### config.mk
export PLATFORM = sky130hd
export DESIGN_NAME = pcm_fifo
export DESIGN_NICKNAME = d
export VERILOG_FILES = /design/src/rtl/assert_macros.svh /design/src/rtl/pcm_pkg.sv /design/src/rtl/pcm_fifo.sv
export SDC_FILE = /design/constraint.sdc
export NUM_CORES = 1
export LEC_CHECK = 0
export ABC_AREA = 1
export ABC_CLOCK_PERIOD_IN_PS = 2550
export BUFFER_PORTS_ARGS = -buffer_cell sky130_fd_sc_hd__buf_4
export CORE_ASPECT_RATIO = 1.1
export CORE_UTILIZATION = 46
export DETAILED_ROUTE_END_ITERATION = 10
export GPL_TIMING_DRIVEN = 0
export PLACE_DENSITY_LB_ADDON = 0.15
export SLEW_MARGIN = 0
export SYNTH_ARGS = -nofsm -noshare
export SYNTH_HDL_FRONTEND = slang
export SYNTH_SLANG_ARGS = --single-unit
### constraint.sdc
create_clock -name clk_i -period 2.55 [get_ports clk_i]
set_input_delay 0.3825 -clock clk_i [delete_from_list [all_inputs] [get_ports clk_i]]
set_output_delay 0.3825 -clock clk_i [all_outputs]
set_load 0.01 [all_outputs]
### src/rtl/assert_macros.svh
// Assertion helpers for the consensus mean block.
`ifndef ASSERT_MACROS_SVH
`define ASSERT_MACROS_SVH

// Check a property on every rising clock edge outside reset.
`define ASSERT_CLK(label, clk, rst_n, prop, msg) \
  label: assert property (@(posedge clk) disable iff (!rst_n) (prop)) else $error(msg);

// Check that a signal is never unknown outside reset.
`define ASSERT_KNOWN(label, clk, rst_n, sig, msg) \
  label: assert property (@(posedge clk) disable iff (!rst_n) !$isunknown(sig)) \
    else $error(msg);

`endif

### src/rtl/pcm_pkg.sv
package pcm_pkg;

  localparam int unsigned CoordW = 16;
  localparam int unsigned CountW = 5;

  typedef struct packed {
    logic signed [CoordW-1:0] x;
    logic signed [CoordW-1:0] y;
    logic                     valid;
    logic                     last;
  } point_t;

  typedef struct packed {
    logic signed [CoordW-1:0] mean_x;
    logic signed [CoordW-1:0] mean_y;
    logic [CountW-1:0]        count;
    logic                     ok;
  } result_t;

endpackage

### src/rtl/pcm_fifo.sv
module pcm_fifo import pcm_pkg::*; #(
  parameter int unsigned Depth = 2
) (
  input  logic   clk_i,
  input  logic   rst_ni,
  input  logic   in_valid_i,
  output logic   in_ready_o,
  input  point_t in_data_i,
  output logic   out_valid_o,
  input  logic   out_ready_i,
  output point_t out_data_o
);
  localparam int unsigned AW = (Depth > 1) ? $clog2(Depth) : 1;

  point_t          mem_q [Depth];
  logic [AW-1:0]   wp_q, rp_q;
  logic [AW:0]     cnt_q;
  logic            push, pop;

  assign in_ready_o  = (cnt_q != (AW+1)'(Depth));
  assign out_valid_o = (cnt_q != '0);
  assign out_data_o  = mem_q[rp_q];
  assign push = in_valid_i && in_ready_o;
  assign pop  = out_valid_o && out_ready_i;

  always_ff @(posedge clk_i) begin
    if (push) begin
      mem_q[wp_q] <= in_data_i;
    end
  end

  always_ff @(posedge clk_i or negedge rst_ni) begin
    if (!rst_ni) begin
      wp_q <= '0; rp_q <= '0; cnt_q <= '0;
    end else begin
      if (push) wp_q <= (wp_q == AW'(Depth-1)) ? '0 : wp_q + 1'b1;
      if (pop)  rp_q <= (rp_q == AW'(Depth-1)) ? '0 : rp_q + 1'b1;
      if (push && !pop) cnt_q <= cnt_q + 1'b1;
      else if (pop && !push) cnt_q <= cnt_q - 1'b1;
    end
  end
endmodule

Word level (Yosys, flattened, before mapping)
Memories as Yosys holds them, arrays and structs flattened.
Index checks and enable logic that the tools add are counted.
{"block": "totals", "regBits": 4, "ram_bits": 68, "input_bits": 38, "wordCells": 23, "n_memories": 1}
{"block": "op_classes", "addsub": 4, "n_eq_ne": 1, "muxes": 6, "reduce_logical": 8}
{"memory": "mem_q", "depth": 2, "word_bits": 34, "read_ports": 1, "rd_ports_with_merged_regs": 0, "wr": 1, "line": "pcm_fifo.sv:15", "rtl": "point_t mem_q [Depth];"}
{"op": "logical AND 1 bit", "n": 4}
{"op": "2-to-1 mux 1 bit", "n": 4}
{"op": "2-to-1 mux 2 bit", "n": 2}
{"op": "nonzero test 2 bit", "n": 2}
{"op": "adder 1 bit, second input constant", "n": 2}
{"op": "adder 2 x 1 -> 2 bit, second input constant", "n": 1}
{"op": "zero test 1 bit", "n": 2}
{"op": "inequality test 2 bit, second input constant", "n": 1}
{"op": "subtractor 2 x 1 -> 2 bit, second input constant", "n": 1}

Logic depth before layout (Yosys ltp)
Gate-level depths: netlist of the first run.
{"block": "logic_depth", "word_depth": 6, "depth_mapped": 10}

Worst setup path before layout of the first run
No wires, ideal clock.
{"block": "synth_timing", "path_kind": "reg2reg", "from": "reg cnt_q[0]", "to": "mem mem_q[0][0] in the netlist's numbering (enable)", "arrival_ns": 2.044, "path_slack_ns": 0.081, "path_stages_with_launch": 5, "n_path_buf": 0, "synth_period_minus_slack_ns": 2.469, "path_cell_list": "dfrtp_1 inv_2 nand2_2 nand2_2 nor2_1"}
{"block": "synth_between", "elab_chain_cells": 4}
{"element": "start, declared", "line": "pcm_fifo.sv:17", "rtl": "logic [AW:0] cnt_q;"}
{"element": "start signal, assigned", "line": "pcm_fifo.sv:38", "rtl": "if (push && !pop) cnt_q <= cnt_q + 1'b1;"}
{"element": "start signal, assigned", "line": "pcm_fifo.sv:39", "rtl": "else if (pop && !push) cnt_q <= cnt_q - 1'b1;"}
{"element": "inequality test 2 bit", "line": "pcm_fifo.sv:20", "rtl": "assign in_ready_o = (cnt_q != (AW+1)'(Depth));"}
{"element": "named net in_ready_o", "line": "pcm_fifo.sv:7", "rtl": "output logic in_ready_o,"}
{"element": "logical AND 1 bit", "line": "pcm_fifo.sv:23", "rtl": "assign push = in_valid_i && in_ready_o;"}
{"element": "2-to-1 mux 1 bit", "line": "pcm_fifo.sv:27", "rtl": "if (push) begin"}
{"element": "2-to-1 mux 1 bit (implied by the code)", "line": "pcm_fifo.sv:28", "rtl": "mem_q[wp_q] <= in_data_i;"}
{"element": "end, declared", "line": "pcm_fifo.sv:15"}
The timed path passes the listed nets, and every way through them passes these cells.

==> results.sh, run 1 <==
export IMPL_status="finished clean"
export IMPL_finish_utilization_pct=62.8
export IMPL_pwr_share_comb_pct=40.6
export IMPL_row_count=29
export IMPL_r2r_end="mem_q[1][25]"
export IMPL_start_util_pct=47.8
export IMPL_clkSinkCount=72
export IMPL_layout_drive_gt1_share_pct=36.5
export IMPL_n_antenna_cell=0
export IMPL_clockPowerShare_pct=17.2
export IMPL_slew_viol_final=0
export IMPL_core_area_sq_mm=0.00577
export IMPL_cts_repair_resized=0
export IMPL_clock_latency_ns=0.33
export IMPL_synth_cells=206
export IMPL_hold_path_class="primary input to register"
export IMPL_cp_arrival_ns=1.32
export IMPL_fin_crit_sh_pct=66.6
export IMPL_numPortBuffers=73
export IMPL_cp_required_ns=2.17
export IMPL_synth_seq_cells=72
export IMPL_setup_viol=0
export IMPL_clock_skew_ns=0.00777
export IMPL_final_net_count=332
export IMPL_p_int_mw=2.70
export IMPL_syn_area_sq_mm=0.00276
export IMPL_startpoint_type="register"
export IMPL_worstMarginPinSlew_ns=0.573
export IMPL_cts_made_buffers=9
export IMPL_grt_pass1_vias=1644
export IMPL_grt_remaining_overflow=0
export IMPL_cts_tree="yes"
export IMPL_htreeDepth=3
export IMPL_grt_max_degree=20
export IMPL_place_congestion=0.682
export IMPL_power_frac_seq_pct=42.2
export IMPL_dp_hpwl_um=3080
export IMPL_path_delay_family="buffers and inverters"
export IMPL_rrSetupSlack_ns=0.92
export IMPL_max_stage_delay_ns=0.37
export IMPL_dp_cells=358
export IMPL_power_switching_mw=1.33
export IMPL_synth_nets=245
export IMPL_die_x_um=75.8
export IMPL_yosysUniqueCellTypes=16
export IMPL_irDropWorstVdd_mv=0.550
export IMPL_cts_setup_buffers=0
export IMPL_drc_errors=0
export IMPL_drt_iter0_markers=68
export IMPL_clk_path_buf_depth=2
export IMPL_fin_crit_ns=1.70
export IMPL_hold_viol=0
export IMPL_final_cell_area_sq_mm=0.00363
export IMPL_dr_pass1_iters=4
export IMPL_detail_route_wl_per_cell_um=12.4
export IMPL_rsz0062_at_grt="no"
export IMPL_die_h_um=83.2
export IMPL_hold_start="in_data_i[0]"
export IMPL_whs_path_depth=1
export IMPL_crit_path_end_kind="primary output"
export IMPL_synthToLayoutAreaGrowth_pct=31.4
export IMPL_antenna_found_initial=0
export IMPL_die_area_sq_mm=0.00631
export IMPL_p_leak_nw=1.56
export IMPL_critPathBufInv=4
export IMPL_path_depth=6
export IMPL_final_cells=373
export IMPL_num_vias=1677
export IMPL_slowest_stage="dfrtp_1"
export IMPL_fmax_ghz=0.588
export IMPL_avgViaCountPerCell=4.50
export IMPL_drt_total_wl_um=4630
export IMPL_path_clk_slew_ns=0.07
export IMPL_pin_count=74
export IMPL_hold_end="mem_q[0][0]"
export IMPL_postRouteAntennaNets=0
export IMPL_cp_cell_sequence="buf_6, inv_8, buf_6, nand2_1, nand2_1, buf_4"
export IMPL_grt_total_usage_pct=16.6
export IMPL_yosys_warnings=0
export IMPL_max_cap_violations=0
export IMPL_swShare_pct=33.0
export IMPL_powerDensity_mw_per_mm2=1110
export IMPL_cts_root_buf="clkbuf_8"
export IMPL_grt_pass1_wl_um=7400
export IMPL_placed_area_sq_mm=0.00347
export IMPL_maxSlewHeadroom_pct=61.7
export IMPL_crit_fanout=10
export IMPL_path_class="register to primary output"
export IMPL_seq_area_frac_synth_pct=77.6
export IMPL_r2r_cells=5
export IMPL_finalSetupTns_ns=0
export IMPL_avgSynthCellArea_sq_um=13.4
export IMPL_reg2reg_from="cnt_q[0]"
through the flow:
stage / power [mW] / hold WS [ns] / setup WS [ns]
4_1_cts: 4.08 / 0.217 / 0.808
5_1_grt: 4.31 / 0.209 / 0.730
3_3_place_gp: 3.30 / 0.183 / -0.717
3_5_place_dp: 3.39 / 0.184 / 0.890
6_report: 4.02 / 0.230 / 0.851
2_1_floorplan: 2.62 / 0.0869 / 0.0807
cells in the final DEF (no fill, tap or decap), types with 2 or more instances in the layout:
cell / count
nand2_1: 99
buf_4: 76
edfxtp_1: 68
nand2_2: 13
clkbuf_8: 9
inv_1: 5
dfrtp_1: 4
buf_6: 3
clkinv_1: 3
nor2_4: 2
nand3_1: 2
clkbuf_1: 2
buf_16: 2
metal layers:
layer / up-vias / track usage (%) / part of all wire, % / routed length [um]
li1: 855 / - / - / -
met1: 758 / 19.9 / 41 / 1900
met2: 54 / 26.3 / 51 / 2380
met3: 10 / 4.37 / 5.6 / 261
met4: 0 / 9.60 / 2.0 / 94
met5: - / 0 / 0 / 0
area by class of cell:
| type | instances | area, sq um |
|---|---|---|
| Buffer | 7 | 76.3 |
| Fill cell | 471 | 2140 |
| Inverter | 7 | 33.8 |
| Tap cell | 77 | 96.3 |
| Sequential cell | 72 | 2140 |
| Clock inverter | 3 | 11.3 |
| Clock buffer | 11 | 131 |
| Multi-Input combinational cell | 120 | 522 |
| Timing Repair Buffer | 76 | 613 |
synth_stat cells:
cell | instances | area share [%]
nand2_1 | 99 | 13
nor2_1 | 2 | 0.27
nand3_1 | 2 | 0.36
inv_2 | 1 | 0.14
nand4_1 | 1 | 0.23
nand2_2 | 13 | 2.9
xnor2_1 | 1 | 0.32
inv_8 | 1 | 0.41
buf_12 | 1 | 0.73
edfxtp_1 | 68 | 74
xor2_1 | 1 | 0.32
inv_1 | 5 | 0.68
dfrtp_1 | 4 | 3.6
ha_1 | 1 | 0.45
buf_4 | 3 | 0.82
buf_6 | 3 | 1.2
repair_timing:
| action | in CTS | in global routing |
|---|---|---|
| hold buffers | 1 | 0 |
| endpoints found under the hold margin | 4 | 0 |
| setup endpoints to repair | 0 | 0 |
sequential cells by signal, indices dropped and copies added, names as in the netlist:
| register | count |
|---|---|
| cnt_q | 2 |
| wp_q | 1 |
| mem_q | 68 |
| rp_q | 1 |
how the worst max path moves through the flow:
stage | slack, ns | to | start
6_report | 0.85 | out_data_o[15] | rp_q
5_1_grt | 0.73 | out_data_o[15] | rp_q
4_1_cts | 0.81 | out_data_o[15] | rp_q
3_5_place_dp | 0.89 | mem_q[1][27] | cnt_q[0]
3_3_place_gp | -0.72 | mem_q[0][7] | cnt_q[0]
2_1_floorplan | 0.08 | mem_q[0][0] | cnt_q[0]
kinds of logic after synthesis:
kind of cell,Yosys count,synth area share (%)
flip-flops,72,77.6
adder cells (fa/ha/maj),1,0.453
buffers and inverters,14,3.99
AND/OR/NAND/NOR,117,17.3
XOR/XNOR,2,0.635
power by group through the flow:
stage	combinational (mW)	clock, mW	sequential [mW]
6_report	1.64	0.691	1.70
5_1_grt	1.82	0.757	1.73
4_1_cts	1.67	0.708	1.70
3_5_place_dp	1.67	0	1.72
3_3_place_gp	1.57	0	1.73
2_1_floorplan	0.898	0	1.72
Note: power is estimated with default switching activity, not from simulation.
==> run 2: changes to the inputs <==
Settings changed: ABC_CLOCK_PERIOD_IN_PS 2550 to 1500.
Clock period 2.55 ns to 1.5 ns, I/O delays scaled along.
==> run 2 against run 1 <==
The flow now finishes with violations (setup timing). Via count up 12%. Worst setup slack worse by 0.95 ns. Global-route usage up 1.2 points. Critical path depth up 1. Routed wire length up 23%. Critical path type unchanged. First-iteration DRC count up 8.8%. Non-clock buffer count up 20. Total power up 130%. Highest routed layer unchanged. Clock skew down 0.0030 ns.
==> results.sh, run 2 (synthesis gave the netlist of run 1 again) <==
export IMPL_cts_tree="yes"
export IMPL_die_h_um=83.2
export IMPL_path_delay_family="buffers and inverters"
export IMPL_hold_start="in_data_i[11]"
export IMPL_pin_count=74
export IMPL_grt_max_degree=35
export IMPL_timing_hold_ws_ns=0.0750
export IMPL_grt_use_met1_pct=20.5
export IMPL_timing_final_ws_setup_ns=-0.0958
export IMPL_r2r_cells=9
export IMPL_crit_path_end_kind="primary output"
export IMPL_whs_path_depth=1
export IMPL_grt_pass1_vias=1842
export IMPL_hold_end="mem_q[1][11]"
export IMPL_row_count=29
export IMPL_dp_hpwl_um=2900
export IMPL_slowest_stage="dfrtp_1"
export IMPL_seq_area_sq_mm=0.00214
export IMPL_n_fill_cell=331
export IMPL_setup_viol=29
export IMPL_layout_drive_gt1_share_pct=60.9
export IMPL_place_congestion=0.712
export IMPL_drt_total_wl_um=5720
export IMPL_num_vias=1874
export IMPL_dr_pass1_iters=4
export IMPL_path_class="register to primary output"
export IMPL_crit_fanout=6
export IMPL_final_cell_area_sq_mm=0.00444
export IMPL_synthToLayoutAreaGrowth_pct=61.0
export IMPL_cts_made_buffers=9
export IMPL_detail_route_wl_per_cell_um=14.4
export IMPL_cp_arrival_ns=1.37
export IMPL_status="finished, violations left"
export IMPL_rsz0062_at_grt="yes"
export IMPL_grt_remaining_overflow=0
export IMPL_path_clk_slew_ns=0.07
export IMPL_failed_checks="setup timing"
export IMPL_hold_viol=0
export IMPL_worstMarginPinSlew_ns=0.264
export IMPL_start_util_pct=47.8
export IMPL_irDropWorstVdd_mv=1.35
export IMPL_cp_required_ns=1.27
export IMPL_final_cell_mix="edfxtp_1 (68), buf_4 (50), nand2_2 (46)"
export IMPL_final_common_cell="edfxtp_1"
export IMPL_grt_pass1_wl_um=8040
export IMPL_slew_viol_final=0
export IMPL_drc_errors=0
export IMPL_htreeDepth=3
export IMPL_clkSinkCount=72
export IMPL_finalPower_mw=9.21
export IMPL_core_area_sq_mm=0.00577
export IMPL_drt_iter0_markers=74
export IMPL_top_register="mem_q"
export IMPL_grt_total_usage_pct=17.8
export IMPL_top_usage_layer="met2"
export IMPL_avgViaCountPerCell=4.72
export IMPL_finalSetupTns_ns=-1.73
export IMPL_finish_utilization_pct=77.0
export IMPL_cts_root_buf="clkbuf_8"
export IMPL_placed_area_sq_mm=0.00343
export IMPL_clock_skew_ns=0.00477
export IMPL_largest_register_ffs=68
export IMPL_max_cap_violations=0
export IMPL_maxSlewHeadroom_pct=82.4
export IMPL_critPathBufInv=5
export IMPL_n_antenna_cell=0
export IMPL_die_area_sq_mm=0.00631
export IMPL_rrSetupSlack_ns=0.13
export IMPL_die_x_um=75.8
export IMPL_grt_util_met3_pct=4.49
export IMPL_fin_crit_sh_pct=106
export IMPL_max_stage_delay_ns=0.37
export IMPL_p_leak_nw=1.92
export IMPL_multiInputGateArea_sq_um=858
export IMPL_met2_usage_pct=30.2
export IMPL_cp_cell_sequence="buf_6, inv_12, buf_12, buf_12, nand2_4, nand2_2, buf_6"
export IMPL_reg2reg_from="cnt_q[0]"
export IMPL_final_net_count=354
export IMPL_fin_crit_ns=1.60
export IMPL_largestRegisters="mem_q (68), cnt_q (2)"
export IMPL_postRouteAntennaNets=0
export IMPL_r2r_end="cnt_q[1]"
export IMPL_clk_path_buf_depth=2
export IMPL_clock_latency_ns=0.33
export IMPL_fmax_ghz=0.627
export IMPL_numPortBuffers=73
export IMPL_hold_path_class="primary input to register"
export IMPL_powerDensity_mw_per_mm2=2070
export IMPL_antenna_found_initial=0
export IMPL_startpoint_type="register"
run 2: cell count changes in the layout (fill, tap and decap cells not counted), sizes merged:
cell and change:
clkinv -1, bufinv +2, nor2 +2, buf +20, clkbuf +1
run 2: layout make-up:
class | instances | area share (%)
Clock buffer | 12 | 3.04
Buffer | 7 | 2.34
Clock inverter | 4 | 1.55
Sequential cell | 72 | 48.2
Inverter | 7 | 0.873
Tap cell | 77 | 2.17
Multi-Input combinational cell | 122 | 19.3
Timing Repair Buffer | 96 | 22.5
run 2: timing repair:
| action | CTS | global route |
|---|---|---|
| endpoints found under the hold margin | 4 | 0 |
| setup endpoints to repair | 99 | 103 |
| hold buffers | 1 | 0 |
| buffers inserted | 11 | 10 |
| pin swaps | 21 | 19 |
| gates cloned | 5 | 2 |
| resized for setup | 97 | 45 |
run 2: metal layers:
metal  share of wire, %  vias to the layer above
met1                 40                      897
met4                1.3                        0
met3                5.0                        9
li1                   -                      908
met5                  0                        -
met2                 54                       60
run 2: how the worst max path moves through the flow:
stage / startpoint / slack (ns) / cells after the start / to
after global placement: cnt_q[0] / -0.33 / 4 / mem_q[0][15]
after detailed placement: cnt_q[0] / -0.31 / 4 / mem_q[0][28]
after CTS: cnt_q[0] / -0.32 / 4 / mem_q[0][25]
after global routing: rp_q / -0.15 / 7 / out_data_o[4]
after floorplan: cnt_q[0] / -0.03 / 4 / mem_q[0][0]
final: rp_q / -0.1 / 7 / out_data_o[4]
run 2: where the power goes:
group,switching [mW],internal [mW],leakage [nW]
clock network,0.630,0.930,0.102
registers,0.228,2.76,0.680
logic,2.20,2.46,1.13
total,3.06,6.15,1.92
run 2: metrics by stage:
step                worst slack [ns]  std cells
floorplan                    -0.0327        206
global placement              -0.326        356
detailed placement            -0.308        356
CTS                           -0.318        389
global route                  -0.152        397
finish                       -0.0958        397
==> run 3: changes to the inputs <==
Settings changed: PLACE_DENSITY from default to 0.73, PLACE_DENSITY_LB_ADDON 0.15 to default.
==> run 3 against run 2 <==
The run still ends with setup timing left. Clock power up 16%. Critical path depth decreased by 1. Sequential power about the same. Sequential share of layout area about the same. Via count fell by 1.2%. Core utilization hardly changed. Register-to-register slack about the same. Cell count shrank 0.76%. Critical endpoint is now out_data_o[9]. Largest cell class unchanged. Largest power group unchanged.
==> results.sh, run 3 (synthesis gave the netlist of run 1 again) <==
export IMPL_status="finished, violations left"
export IMPL_failed_checks="setup timing"
export IMPL_final_cell_mix="edfxtp_1 (68), nand2_2 (54), buf_4 (46)"
export IMPL_dp_hpwl_um=2900
export IMPL_clk_path_buf_depth=2
export IMPL_die_h_um=83.2
export IMPL_setup_viol=33
export IMPL_fmax_ghz=0.625
export IMPL_path_class="register to primary output"
export IMPL_pwr_share_comb_pct=48.6
export IMPL_path_clk_slew_ns=0.08
export IMPL_timing_final_ws_setup_ns=-0.101
export IMPL_postRouteAntennaNets=0
export IMPL_largest_register_ffs=68
export IMPL_n_antenna_cell=0
export IMPL_avgViaCountPerCell=4.70
export IMPL_maxSlewHeadroom_pct=85.2
export IMPL_pin_count=74
export IMPL_p_int_mw=6.22
export IMPL_worstMarginPinSlew_ns=0.223
export IMPL_grt_max_degree=35
export IMPL_final_common_cell="edfxtp_1"
export IMPL_power_frac_seq_pct=32.0
export IMPL_grt_use_met1_pct=19.5
export IMPL_finish_utilization_pct=77.0
export IMPL_antenna_found_initial=0
export IMPL_irDropWorstVdd_mv=1.21
export IMPL_grt_pass1_wl_um=8430
export IMPL_crit_path_end_kind="primary output"
export IMPL_clkSinkCount=72
export IMPL_grt_pass1_vias=1790
export IMPL_grt_total_usage_pct=19.4
export IMPL_die_area_sq_mm=0.00631
export IMPL_drt_total_wl_um=5790
export IMPL_hold_path_class="primary input to register"
export IMPL_critPathLaunch="rp_q"
export IMPL_grt_remaining_overflow=0
export IMPL_p_leak_nw=1.91
export IMPL_top_register="mem_q"
export IMPL_met2_usage_pct=35.1
export IMPL_cts_root_buf="clkbuf_8"
export IMPL_cts_made_buffers=9
export IMPL_slew_viol_final=0
export IMPL_finalSetupTns_ns=-1.81
export IMPL_final_net_count=351
export IMPL_synthToLayoutAreaGrowth_pct=61.0
export IMPL_swShare_pct=33.5
export IMPL_max_cap_violations=0
export IMPL_top_usage_layer="met2"
export IMPL_layout_drive_gt1_share_pct=63.4
export IMPL_clock_skew_ns=0.00618
export IMPL_drt_iter0_markers=97
export IMPL_htreeDepth=3
export IMPL_dr_pass1_iters=4
export IMPL_numPortBuffers=73
export IMPL_powerDensity_mw_per_mm2=2110
export IMPL_drc_errors=0
export IMPL_grt_util_met3_pct=7.16
export IMPL_fin_crit_ns=1.60
export IMPL_cp_required_ns=1.27
export IMPL_crit_fanout=5
export IMPL_cp_arrival_ns=1.38
export IMPL_clockPowerShare_pct=19.4
export IMPL_largestRegisters="mem_q (68), cnt_q (2)"
export IMPL_hold_start="in_data_i[7]"
export IMPL_rsz0062_at_grt="yes"
export IMPL_place_congestion=0.645
export IMPL_hold_viol=0
export IMPL_detail_route_wl_per_cell_um=14.7
export IMPL_reg2reg_from="cnt_q[0]"
export IMPL_row_count=29
export IMPL_cts_tree="yes"
export IMPL_power_switching_mw=3.14
export IMPL_start_util_pct=47.8
export IMPL_core_area_sq_mm=0.00577
export IMPL_die_x_um=75.8
export IMPL_clock_latency_ns=0.34
export IMPL_startpoint_type="register"
export IMPL_num_vias=1852
export IMPL_fin_crit_sh_pct=107
[run 3: worst paths after layout]
check	endpoint	slack (ns)	cells past startpoint
max reg2reg	cnt_q[1]	0.12	9
min in group asynchronous	cnt_q[1]	0.21	2
max in group asynchronous	rp_q	1.18	2
min	mem_q[0][7]	0.06	1
min reg2reg	cnt_q[1]	0.57	2
max	out_data_o[9]	-0.10	6
[run 3: metrics by stage]
stage	cells	setup slack (ns)	total power [mW]	cell area [sq um]	hold WS (ns)
floorplan	206	-0.0327	4.49	2780	-0.0706
global placement	356	-0.295	5.61	3430	0.0245
detailed placement	356	-0.299	5.66	3430	0.0280
CTS	386	-0.301	8.98	4230	0.0445
global route	394	-0.172	9.87	4440	0.0328
finish	394	-0.101	9.36	4440	0.0601
[run 3: cell type report]
cell class,instances,area [sq um]
Inverter,7,38.8
Sequential cell,72,2140
Tap cell,77,96.3
Clock buffer,9,124
Timing Repair Buffer,93,962
Fill cell,353,1330
Multi-Input combinational cell,122,858
Buffer,7,103
Clock inverter,7,119
[run 3: repair_timing]
action | in CTS | in global routing
buffers inserted | 8 | 10
endpoints found under the setup margin | 99 | 103
gates resized for setup | 107 | 44
endpoints found under the hold margin | 4 | 0
hold buffers | 1 | 0
pin swaps | 20 | 14
gates cloned | 5 | 2
[run 3: worst max-delay path: stages, from the launching register on]
cell and delay, ns:
dfrtp_1 0.38, buf_6 0.14, buf_8 0.14, buf_8 0.14, nand2_4 0.06, nand2_2 0.06
buf_6 0.12
[run 3: power by group through the flow]
stage	Clock, mW	Sequential [mW]	Combinational [mW]
2_1_floorplan	0	2.92	1.57
3_3_place_gp	0	2.93	2.68
3_5_place_dp	0	2.95	2.71
4_1_cts	1.85	2.96	4.17
5_1_grt	1.95	3.04	4.89
6_report	1.81	3.00	4.55
[run 3: per-layer routing]
layer | vias up | routed length (um) | share of wire (%)
li1 | 899 | - | -
met1 | 897 | 2190 | 38
met2 | 49 | 3300 | 57
met3 | 7 | 226 | 3.9
met4 | 0 | 77 | 1.3
met5 | - | 0 | 0
